File: src/design/asd_pkg.sv
`timescale 1ns / 1ps

package asd_pkg;

    localparam int ACCEL_BITS = 16;
    localparam int TIME_BITS  = 32;

    localparam int SQ_BITS    = 32;
    localparam int GAP_BITS   = 16;
    localparam int TOUT_BITS  = 32;
    localparam int DATA_BITS  = 32;
    localparam int INDEX_BITS = 3;

    localparam int MAG_BITS   = 2 * ACCEL_BITS;
    localparam int SQ_CMP_BITS   = (MAG_BITS > SQ_BITS) ? MAG_BITS : SQ_BITS;
    localparam int GAP_CMP_BITS  = (TIME_BITS > GAP_BITS) ? TIME_BITS : GAP_BITS;
    localparam int TOUT_CMP_BITS = (TIME_BITS > TOUT_BITS) ? TIME_BITS : TOUT_BITS;

    localparam logic [SQ_BITS-1:0]   STEP_HIGH_RESET = 32'd386547056;
    localparam logic [SQ_BITS-1:0]   STEP_LOW_RESET  = 32'd171798692;
    localparam logic [GAP_BITS-1:0]  MIN_GAP_RESET   = 16'd300;
    localparam logic [SQ_BITS-1:0]   MOVE_HIGH_RESET = 32'd355005890;
    localparam logic [SQ_BITS-1:0]   MOVE_LOW_RESET  = 32'd193944617;
    localparam logic [TOUT_BITS-1:0] TIMEOUT_RESET   = 32'd3600000;

    typedef enum logic [INDEX_BITS-1:0] {
        REG_STEP_HIGH_SQ     = 3'd0,
        REG_STEP_LOW_SQ      = 3'd1,
        REG_MIN_STEP_GAP_MS  = 3'd2,
        REG_MOVE_HIGH_SQ     = 3'd3,
        REG_MOVE_LOW_SQ      = 3'd4,
        REG_STILL_TIMEOUT_MS = 3'd5
    } t_reg_idx;

    typedef struct packed {
        logic [SQ_BITS-1:0]   step_high_sq;
        logic [SQ_BITS-1:0]   step_low_sq;
        logic [GAP_BITS-1:0]  min_step_gap_ms;
        logic [SQ_BITS-1:0]   move_high_sq;
        logic [SQ_BITS-1:0]   move_low_sq;
        logic [TOUT_BITS-1:0] still_timeout_ms;
    } t_cfg;

    typedef struct packed {
        logic signed [ACCEL_BITS-1:0] accel_x;
        logic signed [ACCEL_BITS-1:0] accel_y;
        logic signed [ACCEL_BITS-1:0] accel_z;
        logic [TIME_BITS-1:0]         time_ms;
    } t_sample;

    typedef struct packed {
        logic step_count;
        logic moving;
        logic asleep;
    } t_result;

endpackage

File: src/design/asd_sample_if.sv
`timescale 1ns / 1ps

interface asd_sample_if;
    logic                                 valid;
    logic                                 ready;
    logic signed [asd_pkg::ACCEL_BITS-1:0] accel_x;
    logic signed [asd_pkg::ACCEL_BITS-1:0] accel_y;
    logic signed [asd_pkg::ACCEL_BITS-1:0] accel_z;
    logic [asd_pkg::TIME_BITS-1:0]        time_ms;

    modport source (output valid, output accel_x, output accel_y, output accel_z,
                    output time_ms, input ready);
    modport sink   (input valid, input accel_x, input accel_y, input accel_z,
                    input time_ms, output ready);
endinterface

File: src/design/asd_result_if.sv
`timescale 1ns / 1ps

interface asd_result_if;
    logic valid;
    logic ready;
    logic step_count;
    logic moving;
    logic asleep;

    modport source (output valid, output step_count, output moving, output asleep,
                    input ready);
    modport sink   (input valid, input step_count, input moving, input asleep,
                    output ready);
endinterface

File: src/design/accel_step_and_stillness_detector.sv
`timescale 1ns / 1ps

// Step and stillness detector for a three-axis accelerometer.
// Input channel i_sample carries one request per sample: signed x, y, z
// at 16384 LSB per g and a wrapping millisecond timestamp. Output channel
// o_result returns one request per sample: step_count, moving, asleep.
// Both channels move a request on a clock edge with valid and ready high.
// Throughput is one sample per cycle while the receiver keeps ready high.
// A sample is held in the input register, the squared magnitude and all
// compares are evaluated combinationally between that register and the
// result register; the detector state updates as the result is written.
// When the receiver stalls, the result register holds and one more sample
// waits in the input register; ready then drops until the result drains.
// Thresholds must be written on the i_cfg_we port only while no sample is
// in flight; the block itself does not enforce this.
// Synchronous active-low reset restores the default thresholds, clears the
// armed step, last step time and stillness state, and empties both
// registers.

module accel_step_and_stillness_detector (
    input  logic                             i_clk,
    input  logic                             i_rst_n,
    input  logic                             i_cfg_we,
    input  logic [asd_pkg::INDEX_BITS-1:0]   i_cfg_index,
    input  logic [asd_pkg::DATA_BITS-1:0]    i_cfg_wdata,
    asd_sample_if.sink                       i_sample,
    asd_result_if.source                     o_result
);

    asd_pkg::t_cfg                 cfg;
    asd_pkg::t_sample              r_sample;
    logic                          r_in_valid;
    asd_pkg::t_result              r_result;
    logic                          r_out_valid;
    asd_pkg::t_result              n_result;
    logic [asd_pkg::MAG_BITS-1:0]  mag_sq;
    logic                          advance;
    logic                          take;

    assign advance = r_in_valid && (!r_out_valid || o_result.ready);
    assign i_sample.ready = !r_in_valid || advance;
    assign take = i_sample.valid && i_sample.ready;

    asd_cfg u_cfg (
        .i_clk       (i_clk),
        .i_rst_n     (i_rst_n),
        .i_cfg_we    (i_cfg_we),
        .i_cfg_index (i_cfg_index),
        .i_cfg_wdata (i_cfg_wdata),
        .o_cfg       (cfg)
    );

    asd_mag u_mag (
        .i_sample (r_sample),
        .o_mag_sq (mag_sq)
    );

    asd_detect u_detect (
        .i_clk     (i_clk),
        .i_rst_n   (i_rst_n),
        .i_fire    (advance),
        .i_cfg     (cfg),
        .i_mag_sq  (mag_sq),
        .i_time_ms (r_sample.time_ms),
        .o_result  (n_result)
    );

    always_ff @(posedge i_clk) begin
        if (!i_rst_n) begin
            r_in_valid <= 1'b0;
        end else if (take) begin
            r_in_valid <= 1'b1;
        end else if (advance) begin
            r_in_valid <= 1'b0;
        end
    end

    always_ff @(posedge i_clk) begin
        if (take) begin
            r_sample.accel_x <= i_sample.accel_x;
            r_sample.accel_y <= i_sample.accel_y;
            r_sample.accel_z <= i_sample.accel_z;
            r_sample.time_ms <= i_sample.time_ms;
        end
    end

    always_ff @(posedge i_clk) begin
        if (!i_rst_n) begin
            r_out_valid <= 1'b0;
        end else if (advance) begin
            r_out_valid <= 1'b1;
        end else if (o_result.ready) begin
            r_out_valid <= 1'b0;
        end
    end

    always_ff @(posedge i_clk) begin
        if (advance) begin
            r_result <= n_result;
        end
    end

    assign o_result.valid      = r_out_valid;
    assign o_result.step_count = r_result.step_count;
    assign o_result.moving     = r_result.moving;
    assign o_result.asleep     = r_result.asleep;

endmodule

File: src/design/asd_cfg.sv
`timescale 1ns / 1ps

module asd_cfg (
    input  logic                             i_clk,
    input  logic                             i_rst_n,
    input  logic                             i_cfg_we,
    input  logic [asd_pkg::INDEX_BITS-1:0]   i_cfg_index,
    input  logic [asd_pkg::DATA_BITS-1:0]    i_cfg_wdata,
    output asd_pkg::t_cfg                    o_cfg
);

    asd_pkg::t_cfg r_cfg;

    always_ff @(posedge i_clk) begin
        if (!i_rst_n) begin
            r_cfg.step_high_sq     <= asd_pkg::STEP_HIGH_RESET;
            r_cfg.step_low_sq      <= asd_pkg::STEP_LOW_RESET;
            r_cfg.min_step_gap_ms  <= asd_pkg::MIN_GAP_RESET;
            r_cfg.move_high_sq     <= asd_pkg::MOVE_HIGH_RESET;
            r_cfg.move_low_sq      <= asd_pkg::MOVE_LOW_RESET;
            r_cfg.still_timeout_ms <= asd_pkg::TIMEOUT_RESET;
        end else if (i_cfg_we) begin
            case (i_cfg_index)
                asd_pkg::REG_STEP_HIGH_SQ:
                    r_cfg.step_high_sq <= i_cfg_wdata[asd_pkg::SQ_BITS-1:0];
                asd_pkg::REG_STEP_LOW_SQ:
                    r_cfg.step_low_sq <= i_cfg_wdata[asd_pkg::SQ_BITS-1:0];
                asd_pkg::REG_MIN_STEP_GAP_MS:
                    r_cfg.min_step_gap_ms <= i_cfg_wdata[asd_pkg::GAP_BITS-1:0];
                asd_pkg::REG_MOVE_HIGH_SQ:
                    r_cfg.move_high_sq <= i_cfg_wdata[asd_pkg::SQ_BITS-1:0];
                asd_pkg::REG_MOVE_LOW_SQ:
                    r_cfg.move_low_sq <= i_cfg_wdata[asd_pkg::SQ_BITS-1:0];
                asd_pkg::REG_STILL_TIMEOUT_MS:
                    r_cfg.still_timeout_ms <= i_cfg_wdata[asd_pkg::TOUT_BITS-1:0];
                default: ;
            endcase
        end
    end

    assign o_cfg = r_cfg;

endmodule

File: src/design/asd_mag.sv
`timescale 1ns / 1ps

module asd_mag (
    input  asd_pkg::t_sample               i_sample,
    output logic [asd_pkg::MAG_BITS-1:0]   o_mag_sq
);

    localparam int PROD_BITS = 2 * asd_pkg::ACCEL_BITS;

    logic signed [PROD_BITS-1:0] sq_x;
    logic signed [PROD_BITS-1:0] sq_y;
    logic signed [PROD_BITS-1:0] sq_z;

    always_comb begin
        sq_x = PROD_BITS'(i_sample.accel_x) * PROD_BITS'(i_sample.accel_x);
        sq_y = PROD_BITS'(i_sample.accel_y) * PROD_BITS'(i_sample.accel_y);
        sq_z = PROD_BITS'(i_sample.accel_z) * PROD_BITS'(i_sample.accel_z);
    end

    assign o_mag_sq = asd_pkg::MAG_BITS'($unsigned(sq_x))
                    + asd_pkg::MAG_BITS'($unsigned(sq_y))
                    + asd_pkg::MAG_BITS'($unsigned(sq_z));

endmodule

File: src/design/asd_detect.sv
`timescale 1ns / 1ps

module asd_detect (
    input  logic                             i_clk,
    input  logic                             i_rst_n,
    input  logic                             i_fire,
    input  asd_pkg::t_cfg                    i_cfg,
    input  logic [asd_pkg::MAG_BITS-1:0]     i_mag_sq,
    input  logic [asd_pkg::TIME_BITS-1:0]    i_time_ms,
    output asd_pkg::t_result                 o_result
);

    localparam int SQW = asd_pkg::SQ_CMP_BITS;
    localparam int GPW = asd_pkg::GAP_CMP_BITS;
    localparam int TOW = asd_pkg::TOUT_CMP_BITS;

    logic                          r_step_armed;
    logic [asd_pkg::TIME_BITS-1:0] r_last_step_time;
    logic                          r_still_valid;
    logic [asd_pkg::TIME_BITS-1:0] r_still_start_time;

    logic                          n_step_armed;
    logic [asd_pkg::TIME_BITS-1:0] n_last_step_time;
    logic                          n_still_valid;
    logic [asd_pkg::TIME_BITS-1:0] n_still_start_time;

    logic [SQW-1:0]                mag;
    logic [asd_pkg::TIME_BITS-1:0] step_gap;
    logic [asd_pkg::TIME_BITS-1:0] still_span;
    logic                          gap_ok;
    logic                          moving;
    logic                          stepped;
    logic                          asleep;

    always_comb begin
        mag        = SQW'(i_mag_sq);
        step_gap   = i_time_ms - r_last_step_time;
        still_span = i_time_ms - r_still_start_time;
        gap_ok     = GPW'(step_gap) > GPW'(i_cfg.min_step_gap_ms);
        moving     = (mag > SQW'(i_cfg.move_high_sq)) || (mag < SQW'(i_cfg.move_low_sq));

        n_step_armed     = r_step_armed;
        n_last_step_time = r_last_step_time;
        stepped          = 1'b0;
        if (!r_step_armed && (mag > SQW'(i_cfg.step_high_sq))) begin
            n_step_armed = 1'b1;
        end else if (r_step_armed && (mag < SQW'(i_cfg.step_low_sq))) begin
            n_step_armed = 1'b0;
            if (gap_ok) begin
                stepped          = 1'b1;
                n_last_step_time = i_time_ms;
            end
        end

        n_still_valid      = !moving;
        n_still_start_time = r_still_start_time;
        if (!moving && !r_still_valid) begin
            n_still_start_time = i_time_ms;
        end
        asleep = !moving && r_still_valid
               && (TOW'(still_span) > TOW'(i_cfg.still_timeout_ms));
    end

    always_ff @(posedge i_clk) begin
        if (!i_rst_n) begin
            r_step_armed       <= 1'b0;
            r_last_step_time   <= '0;
            r_still_valid      <= 1'b0;
            r_still_start_time <= '0;
        end else if (i_fire) begin
            r_step_armed       <= n_step_armed;
            r_last_step_time   <= n_last_step_time;
            r_still_valid      <= n_still_valid;
            r_still_start_time <= n_still_start_time;
        end
    end

    assign o_result.step_count = stepped;
    assign o_result.moving     = moving;
    assign o_result.asleep     = asleep;

endmodule

File: src/flat_wrapper.sv
// flat-port wrapper written by rule: the top's interface ports become plain ports
module accel_step_and_stillness_detector_flat 
  (i_clk, i_rst_n, i_cfg_we, i_cfg_index, i_cfg_wdata, i_sample_valid, i_sample_accel_x, i_sample_accel_y, i_sample_accel_z, i_sample_time_ms, i_sample_ready, o_result_valid, o_result_step_count, o_result_moving, o_result_asleep, o_result_ready);
  asd_sample_if i_sample_i ();
  asd_result_if o_result_i ();
  input  logic i_clk;
  input  logic i_rst_n;
  input  logic i_cfg_we;
  input  logic [asd_pkg::INDEX_BITS-1:0] i_cfg_index;
  input  logic [asd_pkg::DATA_BITS-1:0] i_cfg_wdata;
  input wire logic [$bits(i_sample_i.valid)-1:0] i_sample_valid;
  input wire logic [$bits(i_sample_i.accel_x)-1:0] i_sample_accel_x;
  input wire logic [$bits(i_sample_i.accel_y)-1:0] i_sample_accel_y;
  input wire logic [$bits(i_sample_i.accel_z)-1:0] i_sample_accel_z;
  input wire logic [$bits(i_sample_i.time_ms)-1:0] i_sample_time_ms;
  output wire logic [$bits(i_sample_i.ready)-1:0] i_sample_ready;
  output wire logic [$bits(o_result_i.valid)-1:0] o_result_valid;
  output wire logic [$bits(o_result_i.step_count)-1:0] o_result_step_count;
  output wire logic [$bits(o_result_i.moving)-1:0] o_result_moving;
  output wire logic [$bits(o_result_i.asleep)-1:0] o_result_asleep;
  input wire logic [$bits(o_result_i.ready)-1:0] o_result_ready;
  assign i_sample_i.valid = i_sample_valid;
  assign i_sample_i.accel_x = i_sample_accel_x;
  assign i_sample_i.accel_y = i_sample_accel_y;
  assign i_sample_i.accel_z = i_sample_accel_z;
  assign i_sample_i.time_ms = i_sample_time_ms;
  assign i_sample_ready = i_sample_i.ready;
  assign o_result_valid = o_result_i.valid;
  assign o_result_step_count = o_result_i.step_count;
  assign o_result_moving = o_result_i.moving;
  assign o_result_asleep = o_result_i.asleep;
  assign o_result_i.ready = o_result_ready;
  accel_step_and_stillness_detector u_core (.i_clk(i_clk), .i_rst_n(i_rst_n), .i_cfg_we(i_cfg_we), .i_cfg_index(i_cfg_index), .i_cfg_wdata(i_cfg_wdata), .i_sample(i_sample_i), .o_result(o_result_i));
endmodule
File: config.mk
export PLATFORM = sky130hd
export DESIGN_NAME = accel_step_and_stillness_detector_flat
export DESIGN_NICKNAME = d
export VERILOG_FILES = /design/src/design/asd_pkg.sv /design/src/design/asd_sample_if.sv /design/src/design/asd_result_if.sv /design/src/design/accel_step_and_stillness_detector.sv /design/src/design/asd_cfg.sv /design/src/design/asd_mag.sv /design/src/design/asd_detect.sv /design/src/flat_wrapper.sv
export SDC_FILE = /design/constraint.sdc
export NUM_CORES = 2
export LEC_CHECK = 0
export ABC_AREA = 1
export ABC_CLOCK_PERIOD_IN_PS = 13850
export BUFFER_PORTS_ARGS = -buffer_cell sky130_fd_sc_hd__buf_2
export CORE_AREA = 5 5 347 349
export CTS_BUF_LIST = sky130_fd_sc_hd__clkbuf_4 sky130_fd_sc_hd__clkbuf_8
export DETAILED_ROUTE_END_ITERATION = 10
export DIE_AREA = 0 0 352 354
export PLACE_DENSITY = 0.53
export SLEW_MARGIN = 20
export SYNTH_ARGS = -nofsm -noshare
export SYNTH_HDL_FRONTEND = slang
export SYNTH_SLANG_ARGS = --single-unit
File: constraint.sdc
create_clock -name i_clk -period 13.85 [get_ports i_clk]
set_input_delay 2.77 -clock i_clk [delete_from_list [all_inputs] [get_ports i_clk]]
set_output_delay 2.77 -clock i_clk [all_outputs]
set_load 0.05 [all_outputs]
Word-level counts from Yosys, hierarchy flattened

Index checks and enable logic that the tools add are counted.
W data, S select, Z words.

Add/sub/neg operators: 4
$mul: 3
Order comparisons: 6
Equality and inequality tests: 5
Mux-type cells: 7
Bitwise operators: 2
Reductions and logical operators: 29

Operators by type and width:

| kind                 | number |
|---|---|
| $gt A32 B32 Y1       | 3 |
| $mul A16 B16 Y32     | 3 |
| $add A32 B32 Y32     | 2 |
| $lt A32 B32 Y1       | 2 |
| $sub A32 B32 Y32     | 2 |
| $gt A32 B16 Y1       | 1 |
| $reduce_and A2 Y1    | 8 |
| $logic_and A1 B1 Y1  | 7 |
| $mux W1              | 7 |
| $eq A3 B2 Y1 const B | 2 |
| $eq A3 B3 Y1 const B | 2 |
| $reduce_bool A2 Y1   | 3 |
| $logic_not A1 Y1     | 5 |
| $reduce_and A4 Y1    | 1 |
| $eq A3 B1 Y1 const B | 1 |
| $logic_not A3 Y1     | 1 |
| $logic_or A1 B1 Y1   | 3 |
| $not A1 Y1           | 2 |
| $reduce_or A2 Y1     | 1 |

Register bits: 327
Output and inout bits: 5
Word-level logic and storage cells: 75

Longest topological paths before layout

Depth after elaboration: 8
Gate-level depth with buffers: 49
Gate-level depth less buffers: 46

By module

Synthesis repeated with hierarchy kept, for this count alone.

Cells, all modules: 6135
Area, all modules: 48340.1 um^2

Modules (own cells, without submodules):

| module                            | times used | cells each | area an instance (um^2) | seq. area each (um^2) |
|---|---|---|---|---|
| asd_mag                           | 1          | 3167       | 27607.7                 | 0.0 |
| asd_detect                        | 1          | 1942       | 11503.5                 | 1321.3 |
| asd_cfg                           | 1          | 930        | 6641.4                  | 3523.4 |
| accel_step_and_stillness_detector | 1          | 96         | 2587.5                  | 2532.4 |

Worst setup path after synthesis

OpenSTA, ideal clock, no wires.

Kind: reg2reg
From: register u_core.r_sample[63] (netlist name)
To: register u_core.u_detect.r_last_step_time[3] (netlist name)
Library setup time: 110 ps
Data arrival time: 9450 ps
Required time: 13740 ps
Setup slack: 4291 ps
Stages on the path, launching flop included: 38
Path buffers: 3
Cells stage by stage: edfxtp_1 > clkbuf_1 > clkbuf_1 > nand2_1 > fa_1 > inv_1 > fa_1 > inv_1 > fa_1 > inv_1 > fa_1 > fa_1 > fa_1 > fa_1 > fa_1 > inv_1 > fa_1 > inv_1 > [... 2 more ...] > nor4_1 > nand4_1 > nand3_1 > a31oi_1 > xnor2_1 > ha_1 > a21o_1 > a221oi_1 > o21ai_0 > nand2_1 > nand2_1 > nor2_1 > nand2_1 > nor2_1 > buf_2 > nand4_1 > nand2_1 > nor2_1

Longest elaborated chain between the ends: 7
Elaborated cells between the ends (all ways): 9
Classes of those cells: add/sub: 2; mul: 1; order compare: 2; bitwise: 1; reduce/logical: 3

RTL lines:

| what                                 | line                                    | source |
|---|---|---|
| from (decl)                          | accel_step_and_stillness_detector.sv:31 | `asd_pkg::t_sample r_sample;` |
| $mul A16 B16 Y32 *                   | asd_mag.sv:16                           | `sq_y = PROD_BITS'(i_sample.accel_y) * PROD_BITS'(i_sample.accel_y);` |
| $add A32 B32 Y32 *                   | asd_mag.sv:21                           | `+ asd_pkg::MAG_BITS'($unsigned(sq_y))` |
| $add A32 B32 Y32 *                   | asd_mag.sv:22                           | `+ asd_pkg::MAG_BITS'($unsigned(sq_z));` |
| $gt A32 B32 Y1                       | asd_detect.sv:45                        | `if (!r_step_armed && (mag > SQW'(i_cfg.step_high_sq))) begin` |
| $logic_and A1 B1 Y1                  | asd_detect.sv:45                        |  |
| $not A1 Y1 (no source line)          | n/a                                     |  |
| $reduce_and A4 Y1 (no source line) * | n/a                                     |  |
| to (signal assigned)                 | asd_detect.sv:72                        | `r_last_step_time <= n_last_step_time;` |
| to (decl)                            | asd_detect.sv:18                        | `logic [asd_pkg::TIME_BITS-1:0] r_last_step_time;` |

Every way passes the cells marked *; elsewhere a longest branch is shown, timed or not.
A chain may end at the register's enable or synchronous reset.

Worst setup path after layout

From: register u_core.r_sample[63] (netlist name)
To: register u_core.u_detect.r_still_start_time[1] (netlist name)

Longest elaborated chain between the ends: 8
Elaborated cells between the ends (all ways): 9
Classes of those cells: add/sub: 2; mul: 1; order compare: 2; reduce/logical: 4

RTL lines:

| what                                                    | line             | source |
|---|---|---|
| $mul A16 B16 Y32 *                                      | asd_mag.sv:16    |  |
| $add A32 B32 Y32 *                                      | asd_mag.sv:21    |  |
| $add A32 B32 Y32 *                                      | asd_mag.sv:22    |  |
| $gt A32 B32 Y1 / $lt A32 B32 Y1 (equally long branches) | asd_detect.sv:40 | `moving = (mag > SQW'(i_cfg.move_high_sq)) \|\| (mag < SQW'(i_cfg.move_low_sq));` |
| $logic_or A1 B1 Y1 *                                    | asd_detect.sv:40 |  |
| $logic_not A1 Y1 *                                      | asd_detect.sv:57 | `if (!moving && !r_still_valid) begin` |
| $logic_and A1 B1 Y1 *                                   | asd_detect.sv:57 |  |
| $reduce_and A2 Y1 (no source line) *                    | n/a              |  |
| to (signal assigned)                                    | asd_detect.sv:74 | `r_still_start_time <= n_still_start_time;` |
| to (decl)                                               | asd_detect.sv:20 | `logic [asd_pkg::TIME_BITS-1:0] r_still_start_time;` |

Marks and branches as above.

==> impl_metrics.env <==
export IMPL_synthToLayoutAreaGrowth_pct=7.80
export IMPL_hold_violations=0
export IMPL_rr_startpoint="u_core.r_sample[63]"
export IMPL_reg2reg_slack_ps=2360
export IMPL_grt_overflow=0
export IMPL_setup_viol=0
export IMPL_wirelength_mm=123
export IMPL_status="finished clean"
export IMPL_grt_pass1_vias=35234
export IMPL_initial_utilization_pct=39.6
export IMPL_cts_tree="yes"
export IMPL_cp_required_ps=14490
export IMPL_cts_resized_gates=0
export IMPL_syn_area_um2=46400
export IMPL_fmax_mhz=87.0
export IMPL_synth_compound_area_share_pct=7.50
export IMPL_nFillCells=11940
export IMPL_critical_path_class="reg2reg"
export IMPL_fp_dieH_um=354
export IMPL_totalNegativeSetupSlack_ps=0
export IMPL_synth_area_mux_share_pct=0
export IMPL_synth_seq_area_share_pct=15.9
export IMPL_ctsLongestPathBuffers=3
export IMPL_whs_ps=458
export IMPL_synth_largest_area_cell="fa_1"
export IMPL_min_to="u_core.u_cfg.o_cfg[32]"
export IMPL_slowest_stage="edfxtp_1"
export IMPL_start_kind="flip-flop"
export IMPL_cts_sinks=327
export IMPL_dp_hpwl_mm=101
export IMPL_synthSimpleGateAreaFrac_pct=11.9
export IMPL_report_final_slew_viol_count=0
export IMPL_most_common_layout_cells="1,656 x inv_1, 917 x nand2_1, 819 x fa_1, 441 x ha_1, 290 x a21oi_1"
export IMPL_rsz0062_at_grt="false"
export IMPL_min_period_over_period_pct=83.0
export IMPL_insertion_delay_ps=740
export IMPL_ys_top_cells_by_area="fa_1 35%, inv_1 13%, ha_1 12%, dfxtp_1 11%, nand2_1 7.4%"
export IMPL_numCtsBuffers=69
export IMPL_io_buffers=124
export IMPL_min_period_ps=11490
export IMPL_yosys_warnings=0
export IMPL_synth_ff_latch_count=327
export IMPL_final_common_cell="inv_1"
export IMPL_critPathMaxStageDelay_ps=900
export IMPL_dp_cells=7058
export IMPL_dr_pass1_iters=6
export IMPL_tightest_slew_ps=1120
export IMPL_grt_pass1_wl_mm=196
export IMPL_cp_end_kind="flip-flop"
export IMPL_drv_cap=0
export IMPL_grtUsageTotal_pct=20.1
export IMPL_vias_per_cell=4.70
export IMPL_antenna_found_initial=8
export IMPL_maxSlewHeadroom_pct=24.9
export IMPL_reg2regPathDepth=37
export IMPL_dieArea_um2=125000
export IMPL_critPathLaunch="u_core.r_sample[63]"
export IMPL_grt_max_degree=147
export IMPL_ant_nets=0
export IMPL_holdBufCountCts=0
export IMPL_clkTransAtPathRegs_ps=60
export IMPL_cts_max_level=3
export IMPL_worstHoldPathCells=2
export IMPL_drt_iter0_drc=1759
export IMPL_syn_inst=5525
export IMPL_core_um2=117000
export IMPL_arrival_ps=12140
export IMPL_finClkSkew_ps=36.5
export IMPL_chipWidth_um=352
export IMPL_synth_top_family_by_area="adder cells"
export IMPL_crit_top_cell="fa_1"
export IMPL_rows=126
export IMPL_nets=6973
export IMPL_synth_top_cell_area_share_pct=35.4
export IMPL_r2r_end="u_core.u_detect.r_still_start_time[1]"
export IMPL_vias=33767
export IMPL_drc_errors=0
export IMPL_drive_gt1_share_pct=5.78
export IMPL_synth_distinct_cells=48
export IMPL_hold_path_class="reg2reg"
export IMPL_avgSynthCellArea_um2=8.39
export IMPL_io_pin_count=125
export IMPL_clockRootBuffer="clkbuf_8"
export IMPL_seq_area_um2=7380
export IMPL_cts_setup_buffers=0
export IMPL_synth_fa_ha_area_share_pct=47.3
export IMPL_hp_start="u_core.u_cfg.o_cfg[32]"
export IMPL_gp_congestion=0.856
export IMPL_synth_xor_area_share_pct=2.36
export IMPL_multi_input_area_um2=32000
export IMPL_syn_nets=6905
export IMPL_worstPathMaxFanout=32
export IMPL_stdcell_count=7184
export IMPL_post_drt_wl_per_cell_um=17.1
stage by stage:
stage	util, %	cell area [µm²]	setup WS [ps]
finish	42.7	50000	2360
global route	42.7	50000	1600
CTS	42.6	50000	2390
detailed placement	41.4	48500	2490
global placement	41.4	48500	2760
floorplan	-	46400	4290
cells by family after synthesis:
kind of cell	Yosys count
flip-flops	327
AND/OR/NAND/NOR	1357
adder cells (fa/ha/maj)	1260
AO/OA/AOI/OAI	626
XOR/XNOR	125
buffers and inverters	1830
per-layer routing:
| layer | routed length, µm | vias to the layer above | GRT usage [%] |
|---|---|---|---|
| met5 | 0 | - | 0 |
| met4 | 3290 | 0 | 5.34 |
| met3 | 5820 | 160 | 3.29 |
| met2 | 59600 | 601 | 34.2 |
| met1 | 54000 | 16467 | 26.7 |
| li1 | - | 16539 | - |
worst max-delay path: cells and delay by family, from the launching register on:
| kind | cells | cell delay, ps |
|---|---|---|
| AOI/OAI and AO/OA | 3 | 470 |
| xor gates and xnor gates | 1 | 350 |
| adders and majority gates | 11 | 4950 |
| buffers and inverters | 7 | 1110 |
| DFF | 1 | 900 |
| and+or+nand+nor | 15 | 3560 |
synth_stat cells, drive strengths merged:
cell	count
inv	1662
nand2	924
fa	819
ha	441
a21oi	290
dfxtp	244
nor2	231
o21ai	207
clkbuf	153
edfxtp	83
xor2	76
nand3	71
nand4	64
o211ai	64
xnor2	49
nor3	29
or2	15
o21bai	13
buf	12
a211oi	10
nor4	9
a31oi	8
a21o	7
o221ai	7
nand3b	6
o21a	6
a31o	5
and2	4
and3	3
clkinv	3
o31ai	3
a21boi	2
o2111ai	2
a221o	1
a221oi	1
nor3b	1
how the worst max path moves through the flow:
stage / slack (ps) / endpoint / cells after the start
2_1_floorplan: 4290 / u_core.u_detect.r_last_step_time[3] / 37
3_3_place_gp: 2760 / u_core.u_detect.r_still_start_time[28] / 37
3_5_place_dp: 2490 / u_core.u_detect.r_still_start_time[28] / 37
4_1_cts: 2390 / u_core.u_detect.r_still_start_time[1] / 37
5_1_grt: 1600 / u_core.u_detect.r_still_start_time[15] / 37
6_report: 2360 / u_core.u_detect.r_still_start_time[1] / 37
flip-flops by register name, summed over array words and instances (netlist names):
name,count
u_core.u_cfg.o_cfg,176
u_core.r_sample,80
u_core.u_detect.r_last_step_time,32
u_core.u_detect.r_still_start_time,32
u_core.o_result.asleep,1
u_core.o_result.moving,1
u_core.o_result.step_count,1
u_core.o_result.valid,1
u_core.r_in_valid,1
u_core.u_detect.r_step_armed,1
u_core.u_detect.r_still_valid,1
cell type report:
type | count | area share [%]
Antenna cell | 5 | 0.0250
Clock buffer | 97 | 2.43
Clock inverter | 24 | 0.498
Inverter | 1665 | 12.5
Multi-Input combinational cell | 3368 | 64.1
Sequential cell | 327 | 14.8
Tap cell | 1536 | 3.85
Timing Repair Buffer | 162 | 1.83
Power is not shown: default switching activity piles up to over one toggle a cycle in this logic, so the estimate is an artifact.
